==> config.mk <==
export PLATFORM = sky130hd
export DESIGN_NAME = tdz_div_cell
export DESIGN_NICKNAME = d
export VERILOG_FILES = /design/src/rtl/thumbstick_radial_deadzone_top_macros.svh /design/src/rtl/tdz_pkg.sv /design/src/rtl/tdz_div_cell.sv
export SDC_FILE = /design/constraint.sdc
export NUM_CORES = 1
export LEC_CHECK = 0
export ABC_AREA = 0
export BUFFER_PORTS_ARGS = -buffer_cell sky130_fd_sc_hd__buf_2
export CORE_ASPECT_RATIO = 1.2
export CORE_UTILIZATION = 49
export CTS_BUF_LIST = sky130_fd_sc_hd__clkbuf_8
export DETAILED_ROUTE_END_ITERATION = 8
export GPL_TIMING_DRIVEN = 0
export PLACE_DENSITY = 0.79
export SLEW_MARGIN = 30
export SYNTH_ARGS = -nofsm -noshare
export SYNTH_HDL_FRONTEND = slang
export SYNTH_SLANG_ARGS = --single-unit
==> constraint.sdc <==
create_clock -name clock -period 6.4 [get_ports clock]
set_input_delay 1.92 -clock clock [delete_from_list [all_inputs] [get_ports clock]]
set_output_delay 1.92 -clock clock [all_outputs]
set_load 0.02 [all_outputs]
==> src/rtl/thumbstick_radial_deadzone_top_macros.svh <==
// Assertion macros shared by the deadzone normalizer RTL
`ifndef THUMBSTICK_RADIAL_DEADZONE_TOP_MACROS_SVH
`define THUMBSTICK_RADIAL_DEADZONE_TOP_MACROS_SVH

// Same-cycle implication, checked on the rising clock edge outside reset
`define TDZ_ASSERT_IMP(lbl, clk, rst, ante, cons) \
   lbl: assert property (@(posedge clk) disable iff (rst) (ante) |-> (cons)) \
      else $error("tdz check failed");

// Next-cycle implication, also checked during reset
`define TDZ_ASSERT_NXT(lbl, clk, ante, cons) \
   lbl: assert property (@(posedge clk) (ante) |=> (cons)) \
      else $error("tdz check failed");

`endif

==> src/rtl/tdz_pkg.sv <==
// Types, constants and the divider step shared by the deadzone normalizer
package tdz_pkg;

   localparam logic [14:0] DeadzoneReset = 15'd4000;
   localparam logic [14:0] MagClamp      = 15'd32767;
   localparam int          SqrtCells     = 24;
   localparam int          DivCells      = 16;

   typedef struct packed {
      logic        sign_x;
      logic        sign_y;
      logic [16:0] abs_x;
      logic [16:0] abs_y;
   } side_type;

   typedef struct packed {
      logic [25:0] rem;
      logic [23:0] root;
      logic [47:0] rad;
      side_type    side;
   } sqrt_word_type;

   typedef struct packed {
      logic [23:0] rem;
      logic [15:0] lo;
   } lane_type;

   typedef struct packed {
      lane_type    lane_x;
      lane_type    lane_y;
      lane_type    lane_s;
      logic [23:0] mag;
      logic [23:0] den;
      logic        sign_x;
      logic        sign_y;
      logic        mag_zero;
      logic        active;
   } div_word_type;

   // One restoring division step: bring down a dividend bit, shift in a quotient bit
   function automatic lane_type div_step(input lane_type a, input logic [23:0] d);
      logic [24:0] t;
      logic [24:0] s;
      lane_type    r;
      t = {a.rem, a.lo[15]};
      s = t - {1'b0, d};
      if (t >= {1'b0, d}) begin
         r.rem = s[23:0];
         r.lo  = {a.lo[14:0], 1'b1};
      end else begin
         r.rem = t[23:0];
         r.lo  = {a.lo[14:0], 1'b0};
      end
      return r;
   endfunction

endpackage

==> src/rtl/tdz_div_cell.sv <==
// One step cell of the divider chain: one quotient bit for each of three lanes
module tdz_div_cell
   import tdz_pkg::*;
(
   input  logic         clock,
   input  logic         reset,
   input  logic         advance,
   input  logic         in_valid,
   input  div_word_type in_word,
   output logic         out_valid,
   output div_word_type out_word
);

   logic         valid_ff;
   logic         valid_in;
   div_word_type word_ff;
   div_word_type word_in;

   always_comb begin
      word_in        = in_word;
      word_in.lane_x = div_step(in_word.lane_x, in_word.mag);
      word_in.lane_y = div_step(in_word.lane_y, in_word.mag);
      word_in.lane_s = div_step(in_word.lane_s, in_word.den);
      valid_in       = advance ? in_valid : valid_ff;
   end

   always_ff @(posedge clock) begin
      if (reset) begin
         valid_ff <= 1'b0;
      end else begin
         valid_ff <= valid_in;
      end
   end

   always_ff @(posedge clock) begin
      if (advance) begin
         word_ff <= word_in;
      end
   end

   assign out_valid = valid_ff;
   assign out_word  = word_ff;

endmodule

==> run_results.csv <==
group,metric,value,unit
critical_path,startpoint_type,"input port",
pwr,p_leak,5.62,nW
floorplanning,num_rows,57,
sta,period_needed,4.50,ns
clock_network,post_cts_buffers,0,
clock_network,clk_latency,0.46,ns
critical_path,reg2reg_from,"out_valid",
route,antenna_left,0,
floorplanning,start_util,49.8,%
clock_network,root_buffer,"clkbuf_8",
placement,dp_cells,1479,
critical_path,endpoint,"out_word[121]",
clock_network,path_clk_slew,0.11,ns
clock_network,ctsHoldBuffers,0,
sta,setup_viol,0,
sta,worst_slew_pin_slew,0.750,ns
route,wire_per_inst,18.4,µm
critical_path,regToRegSetupSlack,5.82,ns
sta,tns,0,ns
yosys,synth_flop_cell,"edfxtp_1",
clock_network,cts_resized,0,
yosys,synth_top_area_cell,"edfxtp_1",
yosys,syn-num-nets,1116,
cells_and_area,fin_nets,1484,
clock_network,clock-sinks,173,
floorplanning,dieWidth,133,µm
sta,slew_headroom,49.4,%
yosys,synthCells,865,
critical_path,cp_data_arrival_time,4.73,ns
route,dr_total_vias,8388,
sta,skew,0,ns
pwr,peakVddDrop,0.000136,V
grt,grt_antenna_before_repair,4,
critical_path,timing.rr.end,"out_valid",
yosys,syn_avg_cell_area,11.6,µm²
critical_path,critPathRequiredTime,6.63,ns
status,outcome,"finished, final reports clean",
pwr,p_total,3.19,mW
yosys,yosysUniqueCellTypes,73,
pwr,p_per_area,253,nW/µm²
yosys,synth.top_cells.by_area,"edfxtp_1, ha_1, a21oi_1",
critical_path,crit_chain,"buf_2 > inv_1 > ha_1 > clkbuf_1 > nand4_1 > nor4_1 > a41oi_1 > o21ai_0 > nand2_1 > o211ai_4 > buf_6 > mux2_2",
floorplanning,die_area,21100,µm²
yosys,ys_seq_area_share,51.6,%
placement,io_buffer_count,348,
yosys,ys_ff_latch,173,
grt,grt.overflow.total,0,
route,viasPerCell,5.54,
route,drc,0,
placement,dp_hpwl,22300,µm
critical_path,critPathMaxStageDelay,0.49,ns
sta,slew_violations,0,
placement,gp_congestion,0.912,
yosys,yosys_warnings,0,
critical_path,crit_path_max_fanout,10,
yosys,syn-cell-area,10000,µm²
min_path,hp-class,"register to register",
flow_run,maxCapViolations,0,
grt,grt_usage,26.5,%
cells_and_area,drive_gt1_share,36.0,%
clock_network,cts_htree_levels,4,
critical_path,worstSetupPathType,"input port to register",
yosys,synth_top_area_share,51.4,%
cells_and_area,syn_to_final_growth,25.3,%
yosys,async_flop_share,0,%
yosys,synth_edf_count,172,
critical_path,slowest_stage,"nor4_1",
sta,rsz0062_at_grt,"no",
sta,fmax,222,MHz
route,routed_wl,27900,µm
floorplanning,die_y,159,µm
critical_path,cp-end-kind,"register",
critical_path,r2r_cells,2,
cells_and_area,final_cells,1514,
clock_network,numCtsBuffers,17,
grt,grt_max_degree,97,
route,dr.pass1.iters,5,
grt,grt_pass1_vias,8471,
clock_network,cts_buffer_depth,2,
critical_path,startpoint,"in_word[44]",
clock_network,cts_tree,"yes",
yosys,synth_top_cells_by_count,"edfxtp_1, a21oi_1, ha_1, nor2_1, inv_1",
route,initialDrtViolationCount,552,
floorplanning,io_pins,349,
yosys,synth_most_common_cell,"edfxtp_1",
sta,finalCritPeriodShare,70.3,%
floorplanning,core,20200,µm²
grt,grt_pass1_wl,42700,µm
sta,hold_viol_final,0,
==> cells in the final DEF (no fill, tap or decap), types with 23 or more instances in the layout <==
cell type,n
buf_2,352
edfxtp_1,172
a21oi_1,96
nor2_1,72
ha_1,72
inv_1,59
nand2_1,47
xnor2_1,34
o21ai_0,30
a21o_1,25
xor2_1,23
==> layer usage <==
layer / global-route usage [%] / part of all wire, % / wire length (µm)
met2: 49.5 / 54 / 14900
met4: 12.1 / 3.3 / 911
met3: 6.32 / 6.6 / 1850
met5: 0 / 0.036 / 10
met1: 27.6 / 36 / 10200
==> cells by family after synthesis <==
kind of cell / share of synthesized area (%)
compound gates: 15.2
xor+xnor: 4.97
fa+ha+maj: 9.56
buf+inv: 3.60
flops: 51.6
mux: 5.06
simple gates: 10.1
==> power breakdown <==
part	total [mW]	leakage [nW]	internal (mW)	switching, mW
logic	0.960	3.72	0.377	0.584
clock network	0.792	0.207	0.304	0.487
registers	1.44	1.69	1.40	0.0319
==> worst max-delay path: cells and delay by family <==
kind                     cells  cell delay, ns
AO/OA/AOI/OAI                3            0.74
adder cells (fa/ha/maj)      1            0.27
buffers and inverters        4            0.64
multiplexers                 1            0.36
AND/OR/NAND/NOR              3            0.79
==> state kept, by name (all words and copies together) (netlist names) <==
| register | flops |
|---|---|
| out_valid | 1 |
| out_word | 172 |
==> area by class of cell <==
type,instances,area (µm²)
sequential,173,5180
tap,265,332
clock buffer,17,234
clock inverter,15,188
multi-input combinational,611,4500
inverter,59,221
fill,1660,7590
timing repair buffer,349,1780
buffer,22,140
antenna,3,7.51
==> per-stage QoR <==
stage	hold slack [ns]	cell area (µm²)	worst slack [ns]	util, %
global placement	0.472	12100	1.24	60.1
global route	0.531	12600	1.83	62.4
finish	0.505	12600	1.90	62.4
floorplan	0.579	10000	2.17	-
CTS	0.509	12600	1.91	62.3
detailed placement	0.485	12200	1.42	60.2
==> worst min path at each step <==
stage              start   endpoint  slack (ns)  depth (start not counted)
3_5_place_dp   out_valid  out_valid        0.48                          2
6_report       out_valid  out_valid        0.50                          2
2_1_floorplan  out_valid  out_valid        0.58                          2
4_1_cts        out_valid  out_valid        0.51                          2
3_3_place_gp   out_valid  out_valid        0.47                          2
5_1_grt        out_valid  out_valid        0.53                          2
(Power assumes the default switching activity.)
