==> src/rtl/thumbstick_radial_deadzone_top_macros.svh <==
// Assertion macros shared by the deadzone normalizer RTL
`ifndef THUMBSTICK_RADIAL_DEADZONE_TOP_MACROS_SVH
`define THUMBSTICK_RADIAL_DEADZONE_TOP_MACROS_SVH

// Same-cycle implication, checked on the rising clock edge outside reset
`define TDZ_ASSERT_IMP(lbl, clk, rst, ante, cons) \
   lbl: assert property (@(posedge clk) disable iff (rst) (ante) |-> (cons)) \
      else $error("tdz check failed");

// Next-cycle implication, also checked during reset
`define TDZ_ASSERT_NXT(lbl, clk, ante, cons) \
   lbl: assert property (@(posedge clk) (ante) |=> (cons)) \
      else $error("tdz check failed");

`endif

==> src/rtl/tdz_pkg.sv <==
// Types, constants and the divider step shared by the deadzone normalizer
package tdz_pkg;

   localparam logic [14:0] DeadzoneReset = 15'd4000;
   localparam logic [14:0] MagClamp      = 15'd32767;
   localparam int          SqrtCells     = 24;
   localparam int          DivCells      = 16;

   typedef struct packed {
      logic        sign_x;
      logic        sign_y;
      logic [16:0] abs_x;
      logic [16:0] abs_y;
   } side_type;

   typedef struct packed {
      logic [25:0] rem;
      logic [23:0] root;
      logic [47:0] rad;
      side_type    side;
   } sqrt_word_type;

   typedef struct packed {
      logic [23:0] rem;
      logic [15:0] lo;
   } lane_type;

   typedef struct packed {
      lane_type    lane_x;
      lane_type    lane_y;
      lane_type    lane_s;
      logic [23:0] mag;
      logic [23:0] den;
      logic        sign_x;
      logic        sign_y;
      logic        mag_zero;
      logic        active;
   } div_word_type;

   // One restoring division step: bring down a dividend bit, shift in a quotient bit
   function automatic lane_type div_step(input lane_type a, input logic [23:0] d);
      logic [24:0] t;
      logic [24:0] s;
      lane_type    r;
      t = {a.rem, a.lo[15]};
      s = t - {1'b0, d};
      if (t >= {1'b0, d}) begin
         r.rem = s[23:0];
         r.lo  = {a.lo[14:0], 1'b1};
      end else begin
         r.rem = t[23:0];
         r.lo  = {a.lo[14:0], 1'b0};
      end
      return r;
   endfunction

endpackage

==> src/rtl/tdz_sqrt_cell.sv <==
// One digit cell of the square root chain: two radicand bits in, one root bit out
module tdz_sqrt_cell
   import tdz_pkg::*;
(
   input  logic          clock,
   input  logic          reset,
   input  logic          advance,
   input  logic          in_valid,
   input  sqrt_word_type in_word,
   output logic          out_valid,
   output sqrt_word_type out_word
);

   logic          valid_ff;
   logic          valid_in;
   sqrt_word_type word_ff;
   sqrt_word_type word_in;
   logic [27:0]   rem_ext;
   logic [27:0]   trial;
   logic [27:0]   diff;

   always_comb begin
      rem_ext      = {in_word.rem, in_word.rad[47:46]};
      trial        = {2'b00, in_word.root, 2'b01};
      diff         = rem_ext - trial;
      word_in      = in_word;
      word_in.rad  = {in_word.rad[45:0], 2'b00};
      if (rem_ext >= trial) begin
         word_in.rem  = diff[25:0];
         word_in.root = {in_word.root[22:0], 1'b1};
      end else begin
         word_in.rem  = rem_ext[25:0];
         word_in.root = {in_word.root[22:0], 1'b0};
      end
      valid_in = advance ? in_valid : valid_ff;
   end

   always_ff @(posedge clock) begin
      if (reset) begin
         valid_ff <= 1'b0;
      end else begin
         valid_ff <= valid_in;
      end
   end

   always_ff @(posedge clock) begin
      if (advance) begin
         word_ff <= word_in;
      end
   end

   assign out_valid = valid_ff;
   assign out_word  = word_ff;

endmodule

==> config.mk <==
export PLATFORM = sky130hd
export DESIGN_NAME = tdz_sqrt_cell
export DESIGN_NICKNAME = d
export VERILOG_FILES = /design/src/rtl/thumbstick_radial_deadzone_top_macros.svh /design/src/rtl/tdz_pkg.sv /design/src/rtl/tdz_sqrt_cell.sv
export SDC_FILE = /design/constraint.sdc
export NUM_CORES = 1
export LEC_CHECK = 0
export BUFFER_PORTS_ARGS = -buffer_cell sky130_fd_sc_hd__buf_2
export CAP_MARGIN = 20
export CORE_UTILIZATION = 38
export CTS_CLUSTER_SIZE = 8
export DETAILED_ROUTE_END_ITERATION = 10
export GPL_TIMING_DRIVEN = 1
export PLACE_DENSITY = 0.76
export SLEW_MARGIN = 20
export SYNTH_ARGS = -nofsm -noshare
export SYNTH_HDL_FRONTEND = slang
export SYNTH_SLANG_ARGS = --single-unit
==> constraint.sdc <==
create_clock -name clock -period 2.6 [get_ports clock]
set_clock_uncertainty 0.1 [all_clocks]
set_input_delay 0 -clock clock [delete_from_list [all_inputs] [get_ports clock]]
set_output_delay 0 -clock clock [all_outputs]
set_load 0.01 [all_outputs]
==> metrics.md <==
| Metric | Value |
|---|---|
| Run status | `complete, no violations` |
| Number of nets in the final layout | `985` |
| Horizontal die dimension | `126 µm` |
| Total of fill cells in the finished design | `1026` |
| Clock share of power | `38.6%` |
| Library cells used by synthesis | `51` |
| Total standard cell area after synthesis | `5840 µm²` |
| Highest cell delay on the worst timing path | `0.55 ns` |
| Type of element capturing the critical path | `flop` |
| Cell family with most CP delay | `buffers and inverters` |
| # Max-Cap Violations | `0` |
| Row count | `44` |
| Detailed-route wire length | `20200 µm` |
| Number of iterations in the first detailed-routing pass | `4` |
| Wire length per cell after detailed routing | `19.8 µm` |
| DPL Wire Length | `12300 µm` |
| Total of endpoints with negative setup slack in the final report | `0` |
| Via count of the first global-routing pass | `5279` |
| Fin crit period | `2.53 ns` |
| Area growth from synthesis to layout | `65.3%` |
| Number of cells produced by synthesis | `384` |
| Endpoint of the worst register-to-register path | `out_valid$_SDFFE_PP0P_` |
| Antenna Violating Nets Remaining | `0` |
| Clock insertion delay at the later pin of the skew report | `0.43 ns` |
| Area share of the leading cell type in the synthesized netlist | `67.9%` |
| Bufs on Longest Clock Path | `2` |
| Critical register-to-register path startpoint | `out_valid$_SDFFE_PP0P_` |
| Largest area contributor in the synthesized netlist | `sky130_fd_sc_hd__edfxtp_1` |
| Clock tree from TritonCTS | `done` |
| R2R cell count | `3` |
| Total via count in the routed design | `5057` |
| Power density over the cells | `664 nW/µm²` |
| Leakage power | `4.30 nW` |
| Startpoint types | `primary input` |
| Number of buffers and inverters on the critical path | `6` |
| Number of buffers inserted by port buffering | `270` |
| Final hold violation count | `0` |
| Combinational share of power | `19.8%` |
| Least-Margin Pin Slew | `0.625 ns` |
| Switching component of the power | `1.79 mW` |
| Post-place instance area | `7490 µm²` |
| Leftover overflow at the end of global routing | `0` |
| Cell-internal power | `4.63 mW` |
| Sequential fraction of the synthesis area | `68.2%` |
| FFs w/ async S/R, synth | `0%` |
| Drc violations | `0` |
| Most instantiated flip-flop cell in the synthesis netlist | `sky130_fd_sc_hd__edfxtp_1` |
| Maximum number of pins on one net before global-route repair | `67` |
| Ranking of synthesized cells by area | `sky130_fd_sc_hd__edfxtp_1 68%, sky130_fd_sc_hd__ha_1 5.6%, sky130_fd_sc_hd__mux2_4 4.1%, sky130_fd_sc_hd__xnor2_1 1.9%, sky130_fd_sc_hd__inv_1 1.9%` |
| Number of synthesized register bits | `133` |
| Number of warnings issued by yosys | `0` |
| Final weighted congestion in routability-driven placement | `0.802` |
| EDFF count, synth | `132` |
| Clk sinks | `133` |
| Initial Util | `39.6%` |
| FF-to-FF setup slack | `1.24 ns` |
| Required time of the worst setup path | `2.67 ns` |
| Clock root buffer master | `sky130_fd_sc_hd__clkbuf_16` |
| Capture point of the worst path | `out_word[127]$_DFFE_PP_` |
| Cell-by-cell trace of the critical path | `dlygate4sd3_1, buf_2, inv_1, ha_1, buf_4, a21oi_2, o21ai_1, a31oi_2, a31oi_4, nor2_4, o21ai_4, buf_12, clkbuf_16, mux2_4` |
| Detailed router's first-iteration violation count | `330` |
| Vert. Die Dim | `126 µm` |
| Final-report max-slew violation count | `0` |
| Maximum level of the CTS H-tree | `4` |
| Core Util, Final | `65.4%` |
| Reg clk slew, reported paths | `0.07 ns` |
| Fraction of layout cells with a size suffix above 1 | `43.9%` |
| Critical path's slowest cell | `sky130_fd_sc_hd__dlygate4sd3_1` |
| Sequential cell fraction of total power | `41.6%` |
| Global router's overall resource usage | `25.2%` |
| Std-Cell Core Area | `14800 µm²` |
| Largest vdd supply drop | `0.476 mV` |
| Top-level I/O count | `273` |
| Data arrival time of the critical path | `2.61 ns` |
| Category of the most critical setup path | `primary input to flop` |
| Hold/Removal Path Class | `primary input to flop` |
| Crit share post-route | `97.4%` |
| Average cell area after synthesis | `15.2 µm²` |
| Count of cell instances traversed by the critical path | `14` |
| Final instance area | `9650 µm²` |
| Tightest slew margin relative to the limit | `58.3%` |
| Wire length of the first global-routing pass | `29800 µm` |
| Die area | `15900 µm²` |
| Total CTS buffers | `17` |
| Switching share of power | `27.8%` |
| Critical path startpoint | `in_word[99]` |
| Via count normalized by instance count | `4.96` |
| Maximum frequency from static timing analysis | `395 MHz` |
| Maximum fanout along the worst path | `8` |
| Initial antenna violation count | `1` |
sequential cells by signal, summed over array words and instances, names as in the netlist:
register and flops:
out_word 132, out_valid 1
power groups by stage:
stage | registers (mW) | clock network (mW) | logic, mW
after floorplan | 2.82 | 0 | 0.422
after global placement | 2.70 | 0 | 0.991
after detailed placement | 2.70 | 0 | 1.01
after CTS | 2.66 | 2.49 | 1.18
after global routing | 2.68 | 2.60 | 1.35
final | 2.67 | 2.48 | 1.27
cell usage after synthesis, types with 2 or more instances:
| library cell | number |
|---|---|
| sky130_fd_sc_hd__mux2i_1 | 3 |
| sky130_fd_sc_hd__and3_1 | 3 |
| sky130_fd_sc_hd__nand2b_1 | 3 |
| sky130_fd_sc_hd__nor2_1 | 17 |
| sky130_fd_sc_hd__a211oi_1 | 6 |
| sky130_fd_sc_hd__nor3_1 | 6 |
| sky130_fd_sc_hd__and2_1 | 3 |
| sky130_fd_sc_hd__buf_4 | 2 |
| sky130_fd_sc_hd__buf_12 | 2 |
| sky130_fd_sc_hd__o21bai_1 | 2 |
| sky130_fd_sc_hd__o31ai_1 | 2 |
| sky130_fd_sc_hd__mux2_2 | 6 |
| sky130_fd_sc_hd__a41oi_1 | 2 |
| sky130_fd_sc_hd__nor2_2 | 2 |
| sky130_fd_sc_hd__nor2b_1 | 3 |
| sky130_fd_sc_hd__xnor2_1 | 13 |
| sky130_fd_sc_hd__buf_2 | 2 |
| sky130_fd_sc_hd__a21o_1 | 6 |
| sky130_fd_sc_hd__a21oi_1 | 21 |
| sky130_fd_sc_hd__nand2_1 | 21 |
| sky130_fd_sc_hd__mux2_4 | 16 |
| sky130_fd_sc_hd__o21a_1 | 3 |
| sky130_fd_sc_hd__edfxtp_1 | 132 |
| sky130_fd_sc_hd__o21ai_0 | 15 |
| sky130_fd_sc_hd__ha_1 | 26 |
| sky130_fd_sc_hd__and4_1 | 2 |
| sky130_fd_sc_hd__o211ai_1 | 2 |
| sky130_fd_sc_hd__inv_1 | 30 |
| sky130_fd_sc_hd__xor2_1 | 10 |
| sky130_fd_sc_hd__nand4_1 | 2 |
worst min-delay path by stage:
stage | startpoint | to | slack, ns | cells past startpoint
6_report | in_word[82] | out_word[109]$_DFFE_PP_ | 0.05 | 4
5_1_grt | in_word[82] | out_word[109]$_DFFE_PP_ | 0.06 | 4
4_1_cts | in_word[82] | out_word[109]$_DFFE_PP_ | 0.008 | 4
3_5_place_dp | reset | out_valid$_SDFFE_PP0P_ | 0.07 | 2
3_3_place_gp | reset | out_valid$_SDFFE_PP0P_ | 0.07 | 2
2_1_floorplan | reset | out_valid$_SDFFE_PP0P_ | -0.03 | 1
what timing repair did:
item	4_1_cts	5_1_grt
buffers inserted	0	4
hold endpoints to repair	195	0
resized for setup	0	25
setup endpoints to repair	0	24
hold buffers	134	0
logic make-up after synthesis:
| kind of cell | after synthesis | synth area share (%) |
|---|---|---|
| other | 1 | 0.0642 |
| AOI/OAI and AO/OA | 72 | 8.18 |
| xor gates and xnor gates | 23 | 3.45 |
| and+or+nand+nor | 68 | 5.70 |
| muxes | 25 | 5.78 |
| DFF | 133 | 68.2 |
| buffers and inverters | 36 | 3.04 |
| adders and majority gates | 26 | 5.57 |
area by class of cell:
cell class,instances,area (µm²),area share [%]
Clock inverter,15,183,1.89
Sequential cell,133,3980,41.3
Clock buffer,17,425,4.41
Multi-Input combinational cell,216,1800,18.6
Inverter,30,113,1.17
Antenna cell,1,2.50,0.0259
Tap cell,184,230,2.38
Timing Repair Buffer,423,2920,30.3
metrics by stage:
step	total power [mW]	setup TNS [ns]	cells	hold WS (ns)	setup slack, ns
6_report	6.41	0	1019	0.0499	0.0665
2_1_floorplan	3.24	0	385	-0.0276	0.239
4_1_cts	6.33	0	1012	0.00813	0.0279
3_5_place_dp	3.71	-0.129	846	0.0711	-0.0318
5_1_grt	6.63	-0.00564	1018	0.0576	-0.00290
3_3_place_gp	3.69	0	846	0.0691	0.0172
cells in the final DEF, fill, tap and decap left out, drive strengths merged, types with 4 or more instances in the layout:
cell and instances:
buf 287, dlygate4sd3 134, edfxtp 132, inv 38
ha 26, a21oi 22, mux2 22, nand2 21
clkbuf 19, nor2 19, o21ai 17, xnor2 13
xor2 10, a21o 6, nor3 6, a211oi 6
clkinv 4
per-layer routing:
layer / up-vias / track usage, % / routed length, µm
met1: 2424 / 28.0 / 7410
met2: 248 / 44.2 / 10300
met4: 0 / 13.7 / 1040
li1: 2324 / - / -
met3: 61 / 6.67 / 1470
met5: - / 0 / 0
tightest hold or removal path: stages:
cell and delay, ns:
sky130_fd_sc_hd__buf_2 0.12, sky130_fd_sc_hd__inv_1 0.07, sky130_fd_sc_hd__ha_1 0.14, sky130_fd_sc_hd__mux2i_1 0.06
(Power assumes the default switching activity.)
